--- config.mk ---
export PLATFORM = sky130hd
export DESIGN_NAME = mpeg_audio_header_decode
export DESIGN_NICKNAME = d
export VERILOG_FILES = /design/src/mahd_pkg.sv /design/src/mahd_decode.sv /design/src/mahd_numer.sv /design/src/mahd_divider.sv /design/src/mpeg_audio_header_decode.sv
export SDC_FILE = /design/constraint.sdc
export NUM_CORES = 2
export LEC_CHECK = 0
export ABC_AREA = 0
export BUFFER_PORTS_ARGS = -buffer_cell sky130_fd_sc_hd__buf_2
export CAP_MARGIN = 20
export CORE_MARGIN = 2
export CORE_UTILIZATION = 39
export DETAILED_ROUTE_END_ITERATION = 16
export PLACE_DENSITY_LB_ADDON = 0.05
export SYNTH_ARGS = -nofsm -noshare
export SYNTH_HDL_FRONTEND = slang
export SYNTH_SLANG_ARGS = --single-unit
--- constraint.sdc ---
create_clock -name clk -period 6.36 [get_ports clk]
set_input_delay 1.272 -clock clk [delete_from_list [all_inputs] [get_ports clk]]
set_output_delay 1.272 -clock clk [all_outputs]
set_load 0.02 [all_outputs]
--- src/mahd_pkg.sv ---
// mahd_pkg: types, header codes and rate tables for the mpeg audio header decoder
// no dependencies; imported by every module of the decoder
`timescale 1ns / 1ps
`default_nettype none
package mahd_pkg;

	// version field codes in the header word
	localparam logic [1:0] VCODE_25       = 2'd0;
	localparam logic [1:0] VCODE_RESERVED = 2'd1;
	localparam logic [1:0] VCODE_2        = 2'd2;

	// decoded version numbering on the result
	localparam logic [1:0] VER_25 = 2'd0;
	localparam logic [1:0] VER_2  = 2'd1;
	localparam logic [1:0] VER_1  = 2'd2;

	// layer field codes
	localparam logic [1:0] LCODE_RESERVED = 2'd0;
	localparam logic [1:0] LCODE_L3       = 2'd1;
	localparam logic [1:0] LCODE_L2       = 2'd2;

	localparam logic [3:0] BRX_FREE = 4'd0;
	localparam logic [3:0] BRX_BAD  = 4'd15;
	localparam logic [1:0] SRX_BAD  = 2'd3;
	localparam logic [1:0] CM_MONO  = 2'd3;

	localparam int NumW   = 26;
	localparam int RecipW = 25;
	localparam int QuotW  = 21;
	localparam int RecipShift = 26;

	// frame size numerator scale
	localparam logic [NumW-1:0] SIZE_SCALE = 26'd144000;

	// free format: divisors after the power-of-two part has been shifted out
	localparam logic [15:0] FREE_DIV_V1 = 16'd3;
	localparam logic [15:0] FREE_DIV_V2 = 16'd9;
	localparam logic [NumW-1:0] FREE_ROUND_V1 = 26'd11;
	localparam logic [NumW:0]   FREE_ROUND_V2 = 27'd143;

	// reciprocals floor(2^26 / d)
	localparam logic [RecipW-1:0] RECIP_44100 = 25'd1521;
	localparam logic [RecipW-1:0] RECIP_48000 = 25'd1398;
	localparam logic [RecipW-1:0] RECIP_32000 = 25'd2097;
	localparam logic [RecipW-1:0] RECIP_3     = 25'd22369621;
	localparam logic [RecipW-1:0] RECIP_9     = 25'd7456540;

	localparam logic [15:0] FS_44100 = 16'd44100;
	localparam logic [15:0] FS_48000 = 16'd48000;
	localparam logic [15:0] FS_32000 = 16'd32000;

	typedef struct packed {
		logic        ok;
		logic [1:0]  version;
		logic [1:0]  layer;
		logic [10:0] spf;
		logic [15:0] fs;
		logic [1:0]  cm;
		logic [1:0]  nch;
		logic [5:0]  xoff;
		logic        free_fmt;
		logic        pad;
		logic [8:0]  br_tab;
	} hdr_info_t;

	typedef struct packed {
		logic s3;
		logic s4;
		logic s5;
	} div_en_t;

	function automatic logic [8:0] rate_v1(input logic [3:0] idx);
		logic [8:0] r;
		case (idx)
			4'd1:    r = 9'd32;
			4'd2:    r = 9'd40;
			4'd3:    r = 9'd48;
			4'd4:    r = 9'd56;
			4'd5:    r = 9'd64;
			4'd6:    r = 9'd80;
			4'd7:    r = 9'd96;
			4'd8:    r = 9'd112;
			4'd9:    r = 9'd128;
			4'd10:   r = 9'd160;
			4'd11:   r = 9'd192;
			4'd12:   r = 9'd224;
			4'd13:   r = 9'd256;
			4'd14:   r = 9'd320;
			default: r = 9'd0;
		endcase
		return r;
	endfunction

	function automatic logic [8:0] rate_v2(input logic [3:0] idx);
		logic [8:0] r;
		case (idx)
			4'd1:    r = 9'd8;
			4'd2:    r = 9'd16;
			4'd3:    r = 9'd24;
			4'd4:    r = 9'd32;
			4'd5:    r = 9'd40;
			4'd6:    r = 9'd48;
			4'd7:    r = 9'd56;
			4'd8:    r = 9'd64;
			4'd9:    r = 9'd80;
			4'd10:   r = 9'd96;
			4'd11:   r = 9'd112;
			4'd12:   r = 9'd128;
			4'd13:   r = 9'd144;
			4'd14:   r = 9'd160;
			default: r = 9'd0;
		endcase
		return r;
	endfunction

	function automatic logic [15:0] fs_of(input logic [1:0] idx);
		logic [15:0] f;
		case (idx)
			2'd0:    f = FS_44100;
			2'd1:    f = FS_48000;
			2'd2:    f = FS_32000;
			default: f = 16'd0;
		endcase
		return f;
	endfunction

	function automatic logic [RecipW-1:0] recip_of_fs(input logic [15:0] f);
		logic [RecipW-1:0] m;
		case (f)
			FS_44100: m = RECIP_44100;
			FS_48000: m = RECIP_48000;
			FS_32000: m = RECIP_32000;
			default:  m = '0;
		endcase
		return m;
	endfunction

endpackage
`default_nettype wire

--- src/mahd_decode.sv ---
// mahd_decode: stage 1, header field checks and table lookups
// depends on mahd_pkg
`timescale 1ns / 1ps
`default_nettype none
module mahd_decode (
	input  wire logic             clk,
	input  wire logic             en,
	input  wire logic [31:0]      header_word,
	output mahd_pkg::hdr_info_t   info_s1
);
	import mahd_pkg::*;

	hdr_info_t info;
	logic [1:0] vcode;
	logic [1:0] lcode;
	logic [3:0] brx;
	logic [1:0] srx;
	logic       mpeg1;
	logic       good;

	always_comb begin
		vcode = header_word[20:19];
		lcode = header_word[18:17];
		brx   = header_word[15:12];
		srx   = header_word[11:10];
		mpeg1 = (vcode != VCODE_25) && (vcode != VCODE_2);
		good  = (header_word[31:21] == 11'h7FF) && (vcode != VCODE_RESERVED) &&
		        (lcode != LCODE_RESERVED) && (brx != BRX_BAD) && (srx != SRX_BAD);

		info = '0;
		info.ok = good;
		case (vcode)
			VCODE_25: info.version = VER_25;
			VCODE_2:  info.version = VER_2;
			default:  info.version = VER_1;
		endcase
		case (lcode)
			LCODE_L3: begin
				info.layer = 2'd3;
				info.spf   = mpeg1 ? 11'd1152 : 11'd576;
			end
			LCODE_L2: begin
				info.layer = 2'd2;
				info.spf   = 11'd1152;
			end
			default: begin
				info.layer = 2'd1;
				info.spf   = 11'd384;
			end
		endcase
		info.fs       = fs_of(srx);
		info.pad      = header_word[9];
		info.cm       = header_word[7:6];
		info.nch      = (info.cm == CM_MONO) ? 2'd1 : 2'd2;
		if (mpeg1)
			info.xoff = (info.cm == CM_MONO) ? 6'd21 : 6'd36;
		else
			info.xoff = (info.cm == CM_MONO) ? 6'd13 : 6'd21;
		info.free_fmt = (brx == BRX_FREE);
		info.br_tab   = mpeg1 ? rate_v1(brx) : rate_v2(brx);
		// rejected words carry nothing downstream
		if (!good)
			info = '0;
	end

	always_ff @(posedge clk) begin
		if (en)
			info_s1 <= info;
	end

endmodule
`default_nettype wire

--- src/mahd_numer.sv ---
// mahd_numer: stage 2, builds dividend, divisor and reciprocal for the shared divider
// depends on mahd_pkg
`timescale 1ns / 1ps
`default_nettype none
module mahd_numer (
	input  wire logic                           clk,
	input  wire logic                           en,
	input  wire mahd_pkg::hdr_info_t            info_s1,
	output logic [mahd_pkg::NumW-1:0]           n_s2,
	output logic [15:0]                         d_s2,
	output logic [mahd_pkg::RecipW-1:0]         m_s2
);
	import mahd_pkg::*;

	logic [8:0]      spf_q4;
	logic [10:0]     spf_m;
	logic [NumW:0]   x_free;
	logic [NumW-1:0] n_nxt;
	logic [15:0]     d_nxt;
	logic [RecipW-1:0] m_nxt;
	logic            mpeg1;

	always_comb begin
		mpeg1  = (info_s1.version == VER_1);
		spf_q4 = info_s1.spf[10:2] - {8'd0, info_s1.pad};
		spf_m  = info_s1.spf - {10'd0, info_s1.pad};
		if (!info_s1.free_fmt) begin
			x_free = '0;
			n_nxt  = NumW'({17'd0, info_s1.br_tab}) * SIZE_SCALE;
			d_nxt  = info_s1.fs;
			m_nxt  = recip_of_fs(info_s1.fs);
		end else if (mpeg1) begin
			// divide by 12 as a shift by two and then by 3
			x_free = (27'(spf_q4) * 27'(info_s1.fs)) + 27'(FREE_ROUND_V1);
			n_nxt  = {1'b0, x_free[NumW:2]};
			d_nxt  = FREE_DIV_V1;
			m_nxt  = RECIP_3;
		end else begin
			// divide by 144 as a shift by four and then by 9
			x_free = (27'(spf_m) * 27'(info_s1.fs)) + FREE_ROUND_V2;
			n_nxt  = {3'd0, x_free[NumW:4]};
			d_nxt  = FREE_DIV_V2;
			m_nxt  = RECIP_9;
		end
	end

	always_ff @(posedge clk) begin
		if (en) begin
			n_s2 <= n_nxt;
			d_s2 <= d_nxt;
			m_s2 <= m_nxt;
		end
	end

endmodule
`default_nettype wire

--- src/mahd_divider.sv ---
// mahd_divider: stages 3 to 5, reciprocal multiply, back multiply, one-step correction
// depends on mahd_pkg
`timescale 1ns / 1ps
`default_nettype none
module mahd_divider (
	input  wire logic                           clk,
	input  wire mahd_pkg::div_en_t              en,
	input  wire logic [mahd_pkg::NumW-1:0]      n_s2,
	input  wire logic [15:0]                    d_s2,
	input  wire logic [mahd_pkg::RecipW-1:0]    m_s2,
	output logic [mahd_pkg::QuotW-1:0]          q_s5
);
	import mahd_pkg::*;

	localparam int ProdW = NumW + RecipW;
	localparam int BackW = QuotW + 16;

	logic [ProdW-1:0] prod_s3;
	logic [NumW-1:0]  n_s3, n_s4;
	logic [15:0]      d_s3, d_s4;
	logic [QuotW-1:0] q0_s4;
	logic [NumW-1:0]  qd_s4;

	logic [QuotW-1:0] q0;
	logic [BackW-1:0] qd_full;
	logic [NumW-1:0]  rem;

	always_comb begin
		// estimate is exact or one low since the dividend stays below 2^26
		q0      = prod_s3[RecipShift +: QuotW];
		qd_full = BackW'(q0) * BackW'(d_s3);
		rem     = n_s4 - qd_s4;
	end

	always_ff @(posedge clk) begin
		if (en.s3) begin
			prod_s3 <= ProdW'(n_s2) * ProdW'(m_s2);
			n_s3    <= n_s2;
			d_s3    <= d_s2;
		end
		if (en.s4) begin
			q0_s4 <= q0;
			qd_s4 <= qd_full[NumW-1:0];
			n_s4  <= n_s3;
			d_s4  <= d_s3;
		end
		if (en.s5)
			q_s5 <= q0_s4 + QuotW'(rem >= NumW'(d_s4));
	end

endmodule
`default_nettype wire

--- src/mpeg_audio_header_decode.sv ---
// mpeg_audio_header_decode: top level, five-stage pipeline and its flow control
// depends on mahd_pkg, mahd_decode, mahd_numer, mahd_divider
`timescale 1ns / 1ps
`default_nettype none
// Decodes one 32-bit MPEG audio frame header per transfer. A new header word is
// taken every cycle while in_stall is low; each result passes through stages s1 to s5
// and transfers from s5 when the output is not stalled.
// The stages are field decode, dividend build,
// reciprocal multiply, back multiply and quotient correction; the frame size and
// the free-format bit rate share that one divider path. Each stage holds its
// item while the stage after it is full and stalled, so a stall on the output
// fills empty stages first before in_stall rises. Rejected headers give a result
// with every field zero.
module mpeg_audio_header_decode (
	input  wire logic        clk,
	input  wire logic        arst_n,
	input  wire logic        in_valid,
	output logic             in_stall,
	input  wire logic [31:0] header_word,
	output logic             out_valid,
	input  wire logic        out_stall,
	output logic             valid_res,
	output logic [10:0]      size_result,
	output logic [1:0]       version,
	output logic [1:0]       layer,
	output logic [10:0]      samples_per_frame,
	output logic [15:0]      sample_rate,
	output logic [1:0]       channel_mode,
	output logic [1:0]       num_channels,
	output logic [5:0]       xing_offset,
	output logic [20:0]      bit_rate
);
	import mahd_pkg::*;

	logic v_s1, v_s2, v_s3, v_s4, v_s5;
	logic rdy1, rdy2, rdy3, rdy4, rdy5;
	div_en_t div_en;

	hdr_info_t info_s1, info_s2, info_s3, info_s4, info_s5;
	logic [NumW-1:0]   n_s2;
	logic [15:0]       d_s2;
	logic [RecipW-1:0] m_s2;
	logic [QuotW-1:0]  q_s5;

	// a stage loads when it is empty or its content moves on
	always_comb begin
		rdy5 = !v_s5 || !out_stall;
		rdy4 = !v_s4 || rdy5;
		rdy3 = !v_s3 || rdy4;
		rdy2 = !v_s2 || rdy3;
		rdy1 = !v_s1 || rdy2;
		in_stall  = !rdy1;
		div_en.s3 = rdy3;
		div_en.s4 = rdy4;
		div_en.s5 = rdy5;
	end

	always_ff @(posedge clk or negedge arst_n) begin
		if (!arst_n) begin
			v_s1 <= 1'b0;
			v_s2 <= 1'b0;
			v_s3 <= 1'b0;
			v_s4 <= 1'b0;
			v_s5 <= 1'b0;
		end else begin
			if (rdy1) v_s1 <= in_valid;
			if (rdy2) v_s2 <= v_s1;
			if (rdy3) v_s3 <= v_s2;
			if (rdy4) v_s4 <= v_s3;
			if (rdy5) v_s5 <= v_s4;
		end
	end

	always_ff @(posedge clk) begin
		if (rdy2) info_s2 <= info_s1;
		if (rdy3) info_s3 <= info_s2;
		if (rdy4) info_s4 <= info_s3;
		if (rdy5) info_s5 <= info_s4;
	end

	mahd_decode u_decode (
		.clk         (clk),
		.en          (rdy1),
		.header_word (header_word),
		.info_s1     (info_s1)
	);

	mahd_numer u_numer (
		.clk     (clk),
		.en      (rdy2),
		.info_s1 (info_s1),
		.n_s2    (n_s2),
		.d_s2    (d_s2),
		.m_s2    (m_s2)
	);

	mahd_divider u_divider (
		.clk  (clk),
		.en   (div_en),
		.n_s2 (n_s2),
		.d_s2 (d_s2),
		.m_s2 (m_s2),
		.q_s5 (q_s5)
	);

	always_comb begin
		out_valid = v_s5;
		if (info_s5.ok) begin
			valid_res         = 1'b1;
			size_result       = info_s5.free_fmt ? 11'd1 : (q_s5[10:0] + {10'd0, info_s5.pad});
			bit_rate          = info_s5.free_fmt ? q_s5 : {12'd0, info_s5.br_tab};
			version           = info_s5.version;
			layer             = info_s5.layer;
			samples_per_frame = info_s5.spf;
			sample_rate       = info_s5.fs;
			channel_mode      = info_s5.cm;
			num_channels      = info_s5.nch;
			xing_offset       = info_s5.xoff;
		end else begin
			valid_res         = 1'b0;
			size_result       = '0;
			bit_rate          = '0;
			version           = '0;
			layer             = '0;
			samples_per_frame = '0;
			sample_rate       = '0;
			channel_mode      = '0;
			num_channels      = '0;
			xing_offset       = '0;
		end
	end

`ifndef SYNTHESIS
	a_size_nonzero: assert property (@(posedge clk) disable iff (!arst_n)
		out_valid && valid_res |-> size_result != 11'd0 && size_result <= 11'd1441)
		else $error("valid header with out-of-range frame size");
	a_reject_zero: assert property (@(posedge clk) disable iff (!arst_n)
		out_valid && !valid_res |-> size_result == 11'd0 && bit_rate == 21'd0)
		else $error("rejected header with nonzero size or rate");
	a_full_stall: assert property (@(posedge clk) disable iff (!arst_n)
		v_s1 && v_s2 && v_s3 && v_s4 && v_s5 && out_stall |-> in_stall)
		else $error("full pipeline not stalling input");
	a_enter: assert property (@(posedge clk) disable iff (!arst_n)
		in_valid && !in_stall |=> v_s1)
		else $error("accepted transfer lost at stage 1");
`endif

endmodule
`default_nettype wire

==> qor.yml <==
final_layout:
  final_common_cell: "inv_1"
  layout.cells.most_common_list: "1014 x inv_1, 685 x fa_1, 478 x buf_4"
  nNetsFinal: 5895
  antennaDiodeCount: 0
  area_delta_synth_final_pct: 20.3
  layout-drive-gt1-share_pct: 19.5
sta:
  worst_pin_slew_ns: 0.959
  hold_viol: 0
  setup_ws_ns: -0.843
  fmax_mhz: 139
  rsz0062_at_grt: "yes"
  slew_headroom_pct: 36.1
  skew_ns: 0.0230
  final-setup-viol-count: 22
  worst_hold_slack_ns: 0.414
  min_period_ns: 7.20
  post-route-period-util_pct: 113
  maxSlewViolCount: 0
  setup_tns_ns: -13.75
power_and_ir_drop:
  p_sw_mw: 10.6
  ir_drop_uv: 591
  p_leak_nw: 26.6
  clkPwrFrac_pct: 10.6
  pwr-share-comb_pct: 71.3
  switching_share_pct: 44.0
  p_int_mw: 13.5
  p_per_area_nw_per_um2: 458
  p_seq_share_pct: 18.1
critical_path:
  critPathMaxStageDelay_ns: 0.64
  worstSetupPathType: "reg -> reg"
  crit_arrival_ns: 7.55
  worst-endpoint-required_ns: 6.71
  critPathMostFrequentCell: "fa_1"
  slowest_stage: "fa_1"
  path_max_fanout: 5
  end_kind: "flip-flop"
  worstSetupStartpointType: "flip-flop"
routing:
  vias: 28600
  final_antenna_net_count: 0
  dr.pass1.iters: 5
  drtIter0Drc: 1420
  drt_wl_total_mm: 115
  drc_errors: 0
  drt-wirelength-per-cell_um: 18.5
  vias_per_cell: 4.61
floorplan:
  dieWidth_um: 339
  core-area_sq_um: 111000
  row_count: 122
  pin_count: 112
  die_h_um: 339
  die_area_sq_um: 115000
  initial_core_util_pct: 39.4
cts:
  cts_root_buf: "clkbuf_16"
  clock_latency_ns: 0.62
  numCtsBuffers: 45
  clock_sinks: 377
  htreeDepth: 2
  clkTransAtPathRegs_ns: 0.06
  cts_tree: "built"
  clockBufferDepth: 3
status:
  violations: "setup timing"
  outcome: "finished with violations"
global_route:
  grt_antenna_before_repair: 3
  first_global_vias: 31300
  grt_max_degree: 96
  gr-total-overflow: 0
  grt_pass1_wl_mm: 181
  grtUsageTotal_pct: 20.6
worst_hold_path:
  holdCritPathClass: "reg -> reg"
logic_synthesis:
  ys_seq_area_share_pct: 25.8
  synth_edf_count: 372
  ys_async_sr_fraction_pct: 1.33
  netlist_area_sq_um: 43700
  synth_warnings: 0
  synth_seq_cells: 377
  synth_cell_types: 66
  syn_inst: 4106
  synth-main-ff-cell: "edfxtp_1"
  avgSynthCellArea_sq_um: 10.7
run:
  maxCapViolations: 0
placement:
  gp_congestion: 0.876
  dp_hpwl_mm: 97.7
  io_buffers: 91
-- flip-flops by register name (all words and copies together) (netlist names), 8 cells and up --
signal             cells
info_s3               33
u_divider.q0_s4       21
u_divider.n_s3        26
info_s2               33
u_divider.prod_s3     21
u_numer.n_s2          26
u_divider.n_s4        26
u_numer.d_s2           8
u_divider.q_s5        21
info_s5               33
u_decode.info_s1      33
u_divider.d_s4        10
info_s4               33
u_divider.qd_s4       26
u_numer.m_s2          12
u_divider.d_s3        10
-- power groups by stage --
stage / registers (mW) / logic, mW / clock network, mW
floorplan: 4.26 / 10.8 / 0
global route: 4.43 / 19.5 / 2.76
global placement: 4.41 / 16.4 / 0
detailed placement: 4.42 / 16.2 / 0
CTS: 4.37 / 17.2 / 2.66
finish: 4.36 / 17.2 / 2.57
-- cell families (layout without fill, tap and decap cells) --
family	count (synthesis)	count (layout)	synth area share, %
XOR/XNOR	144	144	2.88
AO/OA/AOI/OAI	286	286	4.22
buffers and inverters	1172	1784	10.2
other	1	12	0.00857
flip-flops	377	377	25.8
multiplexers	16	16	0.403
AND/OR/NAND/NOR	947	947	11.2
adder cells (fa/ha/maj)	1163	1163	45.3
-- critical path, delay by kind of cell (launching register included) --
family	cells	cell delay (ns)
flip-flops	1	0.40
AO/OA/AOI/OAI	8	1.70
AND/OR/NAND/NOR	1	0.16
adder cells (fa/ha/maj)	8	3.89
XOR/XNOR	1	0.07
buffers and inverters	7	0.70
-- worst paths after layout --
| check | from | end | slack [ns] | depth (start not counted) |
|---|---|---|---|---|
| worst max-delay path | u_numer.m_s2[6]$_DFFE_PP_ | u_divider.prod_s3[46]$_DFFE_PP_ | -0.84 | 25 |
| worst min-delay path | u_decode.info_s1[52]$_DFFE_PN_ | info_s2[52]$_DFFE_PP_ | 0.41 | 0 |
| worst max register to register | u_numer.m_s2[6]$_DFFE_PP_ | u_divider.prod_s3[46]$_DFFE_PP_ | -0.84 | 25 |
| worst min register to register | u_decode.info_s1[52]$_DFFE_PN_ | info_s2[52]$_DFFE_PP_ | 0.41 | 0 |
| max in group asynchronous | arst_n | out_valid$_DFFE_PN0P_ | 5.77 | 1 |
| min in group asynchronous | arst_n | v_s2$_DFFE_PN0P_ | 0.47 | 1 |
-- layer usage --
metal  vias to the layer above  part of all wire (%)  GRT usage (%)
met5                         -                     0              0
li1                      13800                     -              -
met1                     14300                    46           28.2
met4                         0                   2.0           4.30
met2                       364                    49           35.5
met3                       116                   2.7           1.92
-- cell type report --
cell class,count,area [sq um]
clock buffer,50,1140
inverter,1058,3980
multi-input combinational,2568,28900
tap,1488,1860
sequential,377,11300
fill,10700,58300
timing repair buffer,646,5120
clock inverter,30,320
-- Yosys cell counts (2+ instances only) --
cell type,count,area (sq um)
o31a_1,4,35.0
nand2_1,288,1080
mux2_2,3,33.8
nor2_1,102,383
a31oi_1,20,125
buf_4,17,128
xnor2_1,96,841
a2111oi_0,2,17.5
buf_1,2,7.51
a211o_1,5,43.8
and2_1,343,2150
ha_1,463,5790
xor2_1,48,420
and3_1,28,175
a21oi_1,87,435
o21ai_0,52,260
o32ai_1,2,17.5
nor3_1,33,165
a21boi_0,3,22.5
nor2b_1,34,213
nand4_1,16,100
o31ai_1,2,15.0
clkbuf_1,95,357
o211ai_1,6,45.0
o21bai_1,14,105
mux2i_1,12,120
and4_1,2,17.5
nand3_1,37,185
or2_2,7,43.8
a221oi_1,3,26.3
inv_1,1058,3970
nor3b_1,5,37.5
o22ai_1,4,25.0
o21a_1,23,173
or3_1,9,56.3
o2111ai_1,2,17.5
nor4_1,5,31.3
fa_1,700,14000
nand2b_1,30,188
edfxtp_1,372,11200
a21o_1,30,225
nand3b_1,3,22.5
a211oi_1,12,90.1
dfrtp_1,5,125
-- stage by stage --
| stage | std cells | power (mW) | utilization (%) | setup slack [ns] | cell area [sq um] |
|---|---|---|---|---|---|
| detailed placement | 6071 | 20.6 | 44.8 | -1.23 | 49700 |
| global route | 6217 | 26.7 | 47.4 | -1.10 | 52600 |
| global placement | 6071 | 20.8 | 44.8 | -1.18 | 49700 |
| floorplan | 4117 | 15.0 | - | -0.305 | 44000 |
| CTS | 6181 | 24.2 | 46.7 | -0.769 | 51900 |
| finish | 6217 | 24.1 | 47.4 | -0.843 | 52600 |
-- repair_timing --
action | 4_1_cts | 5_1_grt
buffers inserted | 31 | 40
hold buffers | 0 | 0
pin swaps | 79 | 102
cloned | 2 | 1
gates resized for setup | 116 | 138
setup endpoints to repair | 28 | 32
Note: power is estimated with default switching activity, not from simulation.
